## src/rtl/gntc_pkg.sv

```systemverilog
`default_nettype none
// ----------------------------------------------------------------------------
// gntc_pkg: shared types and codes for the neighbour type counter
// Controller state, command/status bundles, item kinds, register indexes.
// ----------------------------------------------------------------------------
package gntc_pkg;

	localparam logic KIND_WRITE = 1'b0;
	localparam logic KIND_QUERY = 1'b1;

	localparam logic CFG_MAP_WIDTH  = 1'b0;
	localparam logic CFG_MAP_HEIGHT = 1'b1;

	localparam logic [6:0] MAP_SIZE_RESET = 7'd64;

	typedef enum logic [2:0] {
		ST_CLEAR,
		ST_IDLE,
		ST_WRITE,
		ST_SCAN,
		ST_ACC,
		ST_DONE
	} gntc_state_t;

	typedef struct packed {
		logic clear;   // zero one store entry, advance the sweep address
		logic load;    // capture the accepted item
		logic write;   // store the captured type code
		logic scan;    // read one window position, advance the window walk
	} gntc_cmd_t;

	typedef struct packed {
		logic clear_last;
		logic scan_last;
	} gntc_sts_t;

endpackage
`default_nettype wire

```

## src/rtl/gntc_ctrl.sv

```systemverilog
`default_nettype none
// ----------------------------------------------------------------------------
// gntc_ctrl: sequencer for the neighbour type counter
// Runs the clearing sweep, item writes and the window scan of a query.
// ----------------------------------------------------------------------------
module gntc_ctrl (
	input  wire logic              clk,
	input  wire logic              arst_n,
	input  wire logic              start,
	input  wire logic              kind,
	input  wire gntc_pkg::gntc_sts_t sts,
	output gntc_pkg::gntc_cmd_t    cmd,
	output logic                   busy,
	output logic                   done
);
	import gntc_pkg::*;

	gntc_state_t state_q, state_d;

	always_ff @(posedge clk or negedge arst_n) begin
		if (!arst_n) begin
			state_q <= ST_CLEAR;
		end else begin
			state_q <= state_d;
		end
	end

	always_comb begin
		state_d   = state_q;
		cmd       = '0;
		busy      = 1'b1;
		done      = 1'b0;
		unique case (state_q)
			ST_CLEAR: begin
				cmd.clear = 1'b1;
				if (sts.clear_last) state_d = ST_IDLE;
			end
			ST_IDLE: begin
				busy = 1'b0;
				if (start) begin
					cmd.load = 1'b1;
					state_d  = (kind == KIND_QUERY) ? ST_SCAN : ST_WRITE;
				end
			end
			ST_WRITE: begin
				cmd.write = 1'b1;
				state_d   = ST_IDLE;
			end
			ST_SCAN: begin
				cmd.scan = 1'b1;
				if (sts.scan_last) state_d = ST_ACC;
			end
			// last read returns, its compare lands in the count
			ST_ACC: begin
				state_d = ST_DONE;
			end
			ST_DONE: begin
				done    = 1'b1;
				state_d = ST_IDLE;
			end
			default: begin
				state_d = ST_IDLE;
			end
		endcase
	end

endmodule
`default_nettype wire

```

## config.mk

```make
export PLATFORM = sky130hd
export DESIGN_NAME = gntc_ctrl
export DESIGN_NICKNAME = d
export VERILOG_FILES = /design/src/rtl/gntc_pkg.sv /design/src/rtl/gntc_ctrl.sv
export SDC_FILE = /design/constraint.sdc
export NUM_CORES = 1
export LEC_CHECK = 0
export BUFFER_PORTS_ARGS = -buffer_cell sky130_fd_sc_hd__buf_4
export CAP_MARGIN = 15
export CORE_AREA = 2 2 39 41
export DETAILED_ROUTE_END_ITERATION = 6
export DIE_AREA = 0 0 41 43
export HOLD_SLACK_MARGIN = 0.15
export SYNTH_ARGS = -nofsm -noshare
export SYNTH_HDL_FRONTEND = slang
export SYNTH_SLANG_ARGS = --single-unit
```

## constraint.sdc

```tcl
create_clock -name clk -period 1.4 [get_ports clk]
set_input_delay 0.14 -clock clk [delete_from_list [all_inputs] [get_ports clk]]
set_output_delay 0.14 -clock clk [all_outputs]
set_load 0.02 [all_outputs]
```

==> impl_results.md, run 1 <==
* Status: completed
* Final Hold Vio Count at 0
* Startpoint class of the critical path: flip-flop
* Fin crit period at 1.34 ns
* CP max FO at 8
* Adder-cell share of the synthesized area at 0%
* Die W at 41 um
* Die Y at 43 um
* Setup TNS at 0 ns
* Flops & latches, synth at 3
* Antenna diode count at 0
* Gp weighted congestion at 0.726
* Ys flop type: dfrtp_1
* CTS tree: done
* Top reg by flops: state_q
* Async set or reset register ratio after synthesis at 100%
* Tightest Pin Transition at 0.221 ns
* Synth cell count leaders: 3 x dfrtp_1, 2 x and3b_2
* Post-synthesis mux area share at 0%
* Min-delay worst type: input port to flip-flop
* Num CTS Buffers at 3
* Row count at 14
* Largest family of logic cells by synthesized area: simple AND/OR/NAND/NOR gates
* Hold path cells at 3
* Fin nets at 42
* Detailed-router iteration count before antenna repair at 4
* Lkg Pwr at 0.000166 uW
* Mapped Area at 195 um2
* Fmax at 745 MHz
* Aggregate global-route resource usage at 8.65%
* Max reg flops at 3
* WL/cell at 9.43 um
* Critical path endpoint category: output port
* Power, Total at 713 uW
* Maximum clock insertion buffer count at 2
* Post-synthesis sequential area ratio at 38.5%
* Syn Nets at 24
* R2R cell count at 3
* Largest regs: state_q: 3 flops
* Power Dens Cells at 2090 mW/mm2
* Final Cycle Share at 95.9%
* Worst EP required at 1.26 ns
* Slew HR at 85.2%
* IO buf count at 11
* Count leader, synth: dfrtp_1
* Routed Wire Length at 481 um
* Largest net degree at the start of global routing at 11
* Yosys warnings at 0
* Core Box Area at 0.00138 mm2
* Vias in the first global route at 207
* Setup CP Type: flip-flop to output port
* CTS H-tree depth at 1
* Placed Area at 287 um2
* Max Cap Viol at 0
* Die Area at 0.00176 mm2
* Cells after Synth at 18
* Post-synth cell types at 15
* Synth area leaders: dfrtp_1 38%, and3b_2 10%, and4bb_2 6.4%, buf_6 5.8%, nand4bb_1 5.8%
* Slew Limit Fails at 0
* Yosys top cell by area: dfrtp_1
* First-pass GRT wire length at 855 um
* Worst vdd rail ir drop at 591 uV
* Synth Area in Simple Gates at 41.0%
* Post-synthesis compound-gate area fraction at 12.8%
* Final ANT Viol Nets at 0
* Number of flops mapped to enable cells by yosys at 0
* Layout Skew at 0.00198 ns
* Layout area overhead at 74.4%
* GR Overflow Total at 0
* Antenna violations before repair at 0
* Layout cells sized above 1 at 57.1%
* Ports at 12
* Synth Area per Inst at 10.8 um2
* Starting Density at 14.1%
* Final setup vio count at 0
* Sink Count at 3
* RSZ-0062 raised after global routing: no
* Clk root buf: clkbuf_4
* XOR/XNOR share of the synthesized area at 0%
* Clock-pin slew on the worst setup and hold paths at 0.04 ns
* Vias per Instance at 3.92
* Final Cell Area at 340 um2
* Critical Path AT at 1.20 ns
* DRT iter0 DRCs at 2
* Vias at 200
* Fin util at 24.6%
* DRC violations left at 0
* Top-area cell type share of the netlist area at 38.5%
* Clk Latency, worst-skew pair at 0.23 ns
## metrics by stage
| step | std cells | worst slack, ns | hold WS, ns |
|---|---|---|---|
| finish | 51 | 0.0576 | 0.232 |
| floorplan | 18 | 0.241 | -0.156 |
| CTS | 50 | 0.0153 | 0.226 |
| global placement | 44 | 0.262 | -0.0695 |
| global route | 51 | 0.00411 | 0.237 |
| detailed placement | 44 | 0.242 | -0.0688 |
## area by class of cell
| type | count | area [um2] |
|---|---|---|
| timing repair buffer | 14 | 108 |
| sequential | 3 | 77.6 |
| multi-input combinational | 13 | 105 |
| inverter | 1 | 3.75 |
| clock buffer | 4 | 26.3 |
| fill | 159 | 1040 |
| tap | 16 | 20.0 |
## power breakdown
group          internal [uW]  switching [uW]
Combinational            199             177
Sequential               127            60.1
Clock                    107            43.2
Total                    432             280
## cell usage in the layout (no fill, tap or decap)
cell type	n
clkbuf_1	1
a31o_1	1
nand3_1	1
and3b_2	2
and4bb_2	1
dfrtp_2	2
nor2_1	1
nor3_1	1
a22o_1	1
buf_4	11
clkbuf_4	3
dfrtp_1	1
a21o_1	1
or3b_1	1
inv_1	1
or3_1	1
nor3b_1	1
dlygate4sd3_1	2
nand4bb_1	1
clkbuf_2	1
## cell families after synthesis
logic type | count (synthesis)
flip-flops | 3
AO/OA/AOI/OAI | 3
AND/OR/NAND/NOR | 10
buffers and inverters | 2
## worst max-delay path, cell delays in order (launching register included)
cell and delay (ns):
dfrtp_1 0.44, or3b_1 0.37, buf_4 0.16
## layer usage
layer / wire (um) / GRT usage (%) / vias up
met5: 0 / 0 / -
met4: 0 / 14.0 / 0
li1: - / - / 101
met2: 215 / 8.75 / 13
met3: 52 / 4.71 / 0
met1: 212 / 9.06 / 86
## worst paths after layout
path	startpoint	to	slack, ns
min in group asynchronous	arst_n	state_q[0]	0.24
worst min register to register	state_q[2]	state_q[0]	0.61
worst max-delay path	state_q[2]	busy	0.06
worst max register to register	state_q[1]	state_q[0]	0.14
worst min-delay path	sts[1]	state_q[0]	0.23
max in group asynchronous	arst_n	state_q[1]	1.06
## repair_timing
action	4_1_cts	5_1_grt
setup endpoints to repair	0	1
endpoints found under the hold margin	4	0
setup buffers	0	1
gates resized for setup	0	2
hold buffers	2	0
Note: power is estimated with default switching activity, not from simulation.
==> inputs of run 2 (changes only) <==
REMOVE_ABC_BUFFERS = 1   (was default)
==> run 2 against run 1 <==
Utilization shrank 0.36 points. Setup slack got worse by 0.014 ns. Design area is 1.5% lower. Die area is the same. Count of clock-buffer cells in the layout unchanged. Register-to-register slack improved by 0.11 ns. Non-clock buffer count shrank 1. Clock power down 3%. Critical path type unchanged. Critical endpoint unchanged. Largest cell class is now multi-input combinational cells.
==> impl_results.md, run 2 (synthesized netlist as in run 1, its figures left out) <==
* CTS H-tree depth at 1 (unchanged)
* Worst EP required at 1.26 ns (about the same)
* Final HPWL DP at 372 um
* Lkg Pwr at 0.000162 uW (-2.6%)
* Clock-pin slew on the worst setup and hold paths at 0.04 ns (about the same)
* Power Dens Cells at 2090 mW/mm2 (-0.27%)
* Layout Skew at 0.00170 ns (-0.000284 ns)
* Critical Path AT at 1.22 ns (+0.02 ns)
* R2r endpoint: state_q[0]
* Most common cell after layout, fill and taps aside: buf_4
* Routed Wire Length at 479 um (-0.42%)
* R2R Setup Slk at 0.25 ns (+0.11 ns)
* Row count at 14 (unchanged)
* DRT iter0 DRCs at 1 (-1)
* Final setup vio count at 0 (unchanged)
* Fin crit period at 1.36 ns (+0.0140 ns)
* Fin util at 24.2% (-0.36 points)
* Layout area overhead at 71.8%
* Multi-input logic area at 105 um2 (unchanged)
* FF/Latch Area at 77.6 um2 (unchanged)
* Vias per Instance at 3.88 (-1.1%)
* Final Cycle Share at 96.9% (+1.0 points)
* Die Area at 0.00176 mm2 (unchanged)
* Fill cells at 157 (-1.3%)
* Vias in the first global route at 204 (-1.4%)
* Gp weighted congestion at 0.680 (-6.3%)
* Critical path endpoint category: output port
* Fin nets at 41 (-2.4%)
* Final Hold Vio Count at 0 (unchanged)
* Layout cells sized above 1 at 55.9% (-1.3 points)
* GR Overflow Total at 0 (unchanged)
* Aggregate global-route resource usage at 7.85% (-0.80 points)
* Num CTS Buffers at 3 (unchanged)
* Largest net degree at the start of global routing at 11 (unchanged)
* Slew HR at 85.4% (+0.21 points)
* First-pass GRT wire length at 793 um (-7.3%)
* IO buf count at 11 (unchanged)
* Tightest Pin Transition at 0.218 ns (-0.00320 ns)
* Max Cap Viol at 0 (unchanged)
* Startpoint class of the critical path: flip-flop
* Final ANT Viol Nets at 0 (unchanged)
* Most frequent cells in the layout: 11 x buf_4, 3 x clkbuf_4, 2 x and3b_2, 2 x dlygate4sd3_1, 2 x dfrtp_2
* Sink Count at 3 (unchanged)
* Worst vdd rail ir drop at 536 uV (-9.2%)
* DRC violations left at 0 (unchanged)
* Setup TNS at 0 ns (unchanged)
* Max reg flops at 3 (unchanged)
* Fmax at 737 MHz (-1.0%)
* Core Box Area at 0.00138 mm2 (unchanged)
* Maximum clock insertion buffer count at 2 (unchanged)
* Setup CP Type: flip-flop to output port
* RSZ-0062 raised after global routing: no
* Clk Latency, worst-skew pair at 0.23 ns (about the same)
* Detailed-router iteration count before antenna repair at 2 (-2)
* Reg-to-reg startpoint: state_q[1]
* CP max FO at 10 (+2)
* # Post-CTS Setup Buffers at 0 (unchanged)
* Antenna violations before repair at 0 (unchanged)
* Min-delay worst type: input port to async pin
* CTS tree: done
* Tightest hold margin at 0.240 ns (+0.00823 ns)
* Antenna diode count at 0 (unchanged)
* Status: completed
* Die Y at 43 um (unchanged)
* WL/cell at 9.58 um (+1.6%)
* Largest regs: state_q: 3 flops
* Slew Limit Fails at 0 (unchanged)
* Clk root buf: clkbuf_4
* Vias at 194 (-3.0%)
* Ports at 12 (unchanged)
* Die W at 41 um (unchanged)
* R2R cell count at 2 (-1)
* Top reg by flops: state_q
* Starting Density at 14.1% (unchanged)
## run 2: changes by cell type in the layout (fill, tap and decap cells not counted)
cell / previous run / this run
clkbuf_2: 1 / 0
## run 2: critical path: stages (launching register included)
cell     delay, ns
dfrtp_2       0.45
or3b_1        0.38
buf_4         0.16
## run 2: report_power, final
part / internal (uW) / total, uW / switching, uW / leakage (uW)
Sequential: 127 / 198 / 70.8 / 0.0000345
Clock: 106 / 146 / 39.8 / 0.0000150
Combinational: 191 / 356 / 166 / 0.000112
Total: 424 / 700 / 276 / 0.000162
## run 2: final cells by class
class	instances	area share (%)
multi-input combinational	13	31.3
timing repair buffer	13	30.6
sequential	3	23.1
clock buffer	4	7.84
tap	16	5.97
inverter	1	1.12
## run 2: layer usage
metal | share of wire, % | vias up | global-route usage, %
li1 | - | 100 | -
met1 | 41 | 85 | 7.44
met4 | 0 | 0 | 12.0
met5 | 0 | - | 0
met3 | 8.4 | 0 | 3.14
met2 | 50 | 9 | 9.69
## run 2: what timing repair did
item,4_1_cts,5_1_grt
hold endpoints to repair,4,0
hold buffers,2,0
resized for setup,0,2
setup endpoints to repair,0,1
## run 2: per-stage QoR
stage | instance area, um2 | std cells | total power (uW) | setup WS [ns]
floorplan | 184 | 17 | 395 | 0.276
global placement | 287 | 44 | 542 | 0.266
detailed placement | 287 | 44 | 548 | 0.234
CTS | 333 | 50 | 707 | 0.0177
global route | 335 | 50 | 748 | 0.000105
finish | 335 | 50 | 700 | 0.0435
## run 2: worst max-delay path by stage
stage | start | end | cells after the start
2_1_floorplan | state_q[0] | cmd[1] | 1
4_1_cts | state_q[0] | busy | 2
3_5_place_dp | state_q[1] | state_q[0] | 2
6_report | state_q[1] | busy | 2
5_1_grt | state_q[1] | busy | 2
3_3_place_gp | state_q[1] | state_q[0] | 2
==> inputs of run 3 (changes only) <==
clock period = 1.5 ns   (was 1.4 ns; I/O delays follow)
==> run 3 against run 2 <==
Worst hold slack got worse by 0.074 ns. Via count fell by 0.52%. Cell count fell by 2.0%. Clock power fell by 6%. Setup slack improved by 0.075 ns. Highest routed layer unchanged.
==> impl_results.md, run 3 (synthesized netlist as in run 1, its figures left out) <==
* Max Cap Viol at 0 (unchanged)
* Slew Limit Fails at 0 (unchanged)
* Final HPWL DP at 372 um (unchanged)
* Maximum clock insertion buffer count at 2 (unchanged)
* Vias per Instance at 3.94 (+1.5%)
* Final setup vio count at 0 (unchanged)
* CTS tree: done
* Layout cells sized above 1 at 51.5% (-4.4 points)
* Aggregate global-route resource usage at 7.75% (-0.10 points)
* Lkg Pwr at 0.000160 uW (-1.4%)
* WL/cell at 9.47 um (-1.2%)
* Critical path endpoint category: output port
* Core Box Area at 0.00138 mm2 (unchanged)
* Die Area at 0.00176 mm2 (unchanged)
* Final Cycle Share at 92.1%
* DRT iter0 DRCs at 1 (unchanged)
* Startpoint class of the critical path: flip-flop
* Tightest Pin Transition at 0.245 ns (+0.0271 ns)
* Top reg by flops: state_q
* Num CTS Buffers at 3 (unchanged)
* CTS resizes at 0 (unchanged)
* Fin crit period at 1.38 ns
* Max reg flops at 3 (unchanged)
* Detailed-router iteration count before antenna repair at 2 (unchanged)
* Critical Path AT at 1.23 ns (about the same)
* Antenna violations before repair at 0 (unchanged)
* Fin nets at 40 (-2.4%)
* Routed Wire Length at 464 um (-3.1%)
* Die Y at 43 um (unchanged)
* Setup CP Type: flip-flop to output port
* Die W at 41 um (unchanged)
* Final Hold Vio Count at 0 (unchanged)
* Clk Latency, worst-skew pair at 0.23 ns (about the same)
* Largest net degree at the start of global routing at 11 (unchanged)
* Clock-pin slew on the worst setup and hold paths at 0.04 ns (about the same)
* Starting Density at 14.1% (unchanged)
* Antenna diode count at 0 (unchanged)
* IO buf count at 11 (unchanged)
* Vias at 193 (-0.52%)
* DRC violations left at 0 (unchanged)
* Status: completed
* Clk root buf: clkbuf_4
* Row count at 14 (unchanged)
* Layout Skew at 0.00166 ns (-0.0000402 ns)
* Final ANT Viol Nets at 0 (unchanged)
* Gp weighted congestion at 0.680 (about the same)
* Sink Count at 3 (unchanged)
* RSZ-0062 raised after global routing: no
* GR Overflow Total at 0 (unchanged)
* Vias in the first global route at 194 (-4.9%)
* Power Dens Cells at 1990 mW/mm2 (-4.7%)
* Worst vdd rail ir drop at 486 uV (-9.3%)
* Most frequent cells in the layout: 11 x buf_4, 3 x clkbuf_4, 3 x dfrtp_1
* Largest regs: state_q: 3 flops
* Setup TNS at 0 ns (unchanged)
* Worst EP required at 1.35 ns (+0.09 ns)
* # Post-CTS Setup Buffers at 0 (unchanged)
* Layout area overhead at 65.4%
* Slew HR at 83.6% (-1.8 points)
* First-pass GRT wire length at 779 um (-1.8%)
* Fmax at 724 MHz
* Non-Filler Instances at 49 (-2.0%)
* CTS H-tree depth at 1 (unchanged)
* Inst Count DP at 44 (unchanged)
* CP max FO at 10 (unchanged)
* Most common cell after layout, fill and taps aside: buf_4
* Min-delay worst type: input port to flip-flop
* Ports at 12 (unchanged)
[run 3: changes by cell type in the layout (fill, tap and decap cells not counted), sizes merged]
| cell | delta |
|---|---|
| dlygate4sd3 | -1 |
[run 3: final timing paths]
kind,start,endpoint,slack [ns],cells past startpoint
worst max register to register,state_q[1],state_q[0],0.34,2
min in group asynchronous,arst_n,state_q[0],0.25,2
worst max-delay path,state_q[0],busy,0.12,2
worst min-delay path,sts[0],state_q[2],0.17,2
worst min register to register,state_q[2],state_q[0],0.61,1
max in group asynchronous,arst_n,state_q[2],1.15,2
[run 3: cell type report]
class                      instances  area (um2)
fill                             161        1060
multi-input combinational         13         105
timing repair buffer              12        92.6
sequential                         3        75.1
clock buffer                       4        26.3
tap                               16        20.0
inverter                           1        3.75
[run 3: timing repair]
action / 4_1_cts / 5_1_grt
hold buffers: 1 / 0
endpoints found under the setup margin: 0 / 0
hold endpoints to repair: 3 / 0
[run 3: per-layer routing]
layer	vias up	track usage [%]	part of all wire (%)
met5	-	0	0
li1	97	-	-
met2	9	9.38	52
met1	87	7.44	39
met3	0	3.14	8.6
met4	0	12.0	0
[run 3: critical path, stage by stage, from the launching register on]
cell and delay (ns):
dfrtp_1 0.47, or3b_1 0.37, buf_4 0.16
[run 3: through the flow]
stage / worst slack, ns / area [um2] / util, % / hold WS [ns] / total power, uW
5_1_grt: 0.0400 / 323 / 23.3 / 0.173 / 692
3_3_place_gp: 0.357 / 287 / 20.7 / -0.0571 / 506
2_1_floorplan: 0.366 / 184 / - / -0.146 / 369
6_report: 0.119 / 323 / 23.3 / 0.166 / 643
4_1_cts: 0.101 / 323 / 23.3 / 0.159 / 658
3_5_place_dp: 0.334 / 287 / 20.7 / -0.0579 / 512
[run 3: power breakdown]
group	internal (uW)	switching, uW	total, uW	leakage [uW]
sequential	113	62.2	176	0.0000365
clock	99.4	37.2	137	0.0000150
combinational	176	154	330	0.000108
total	389	254	643	0.000160
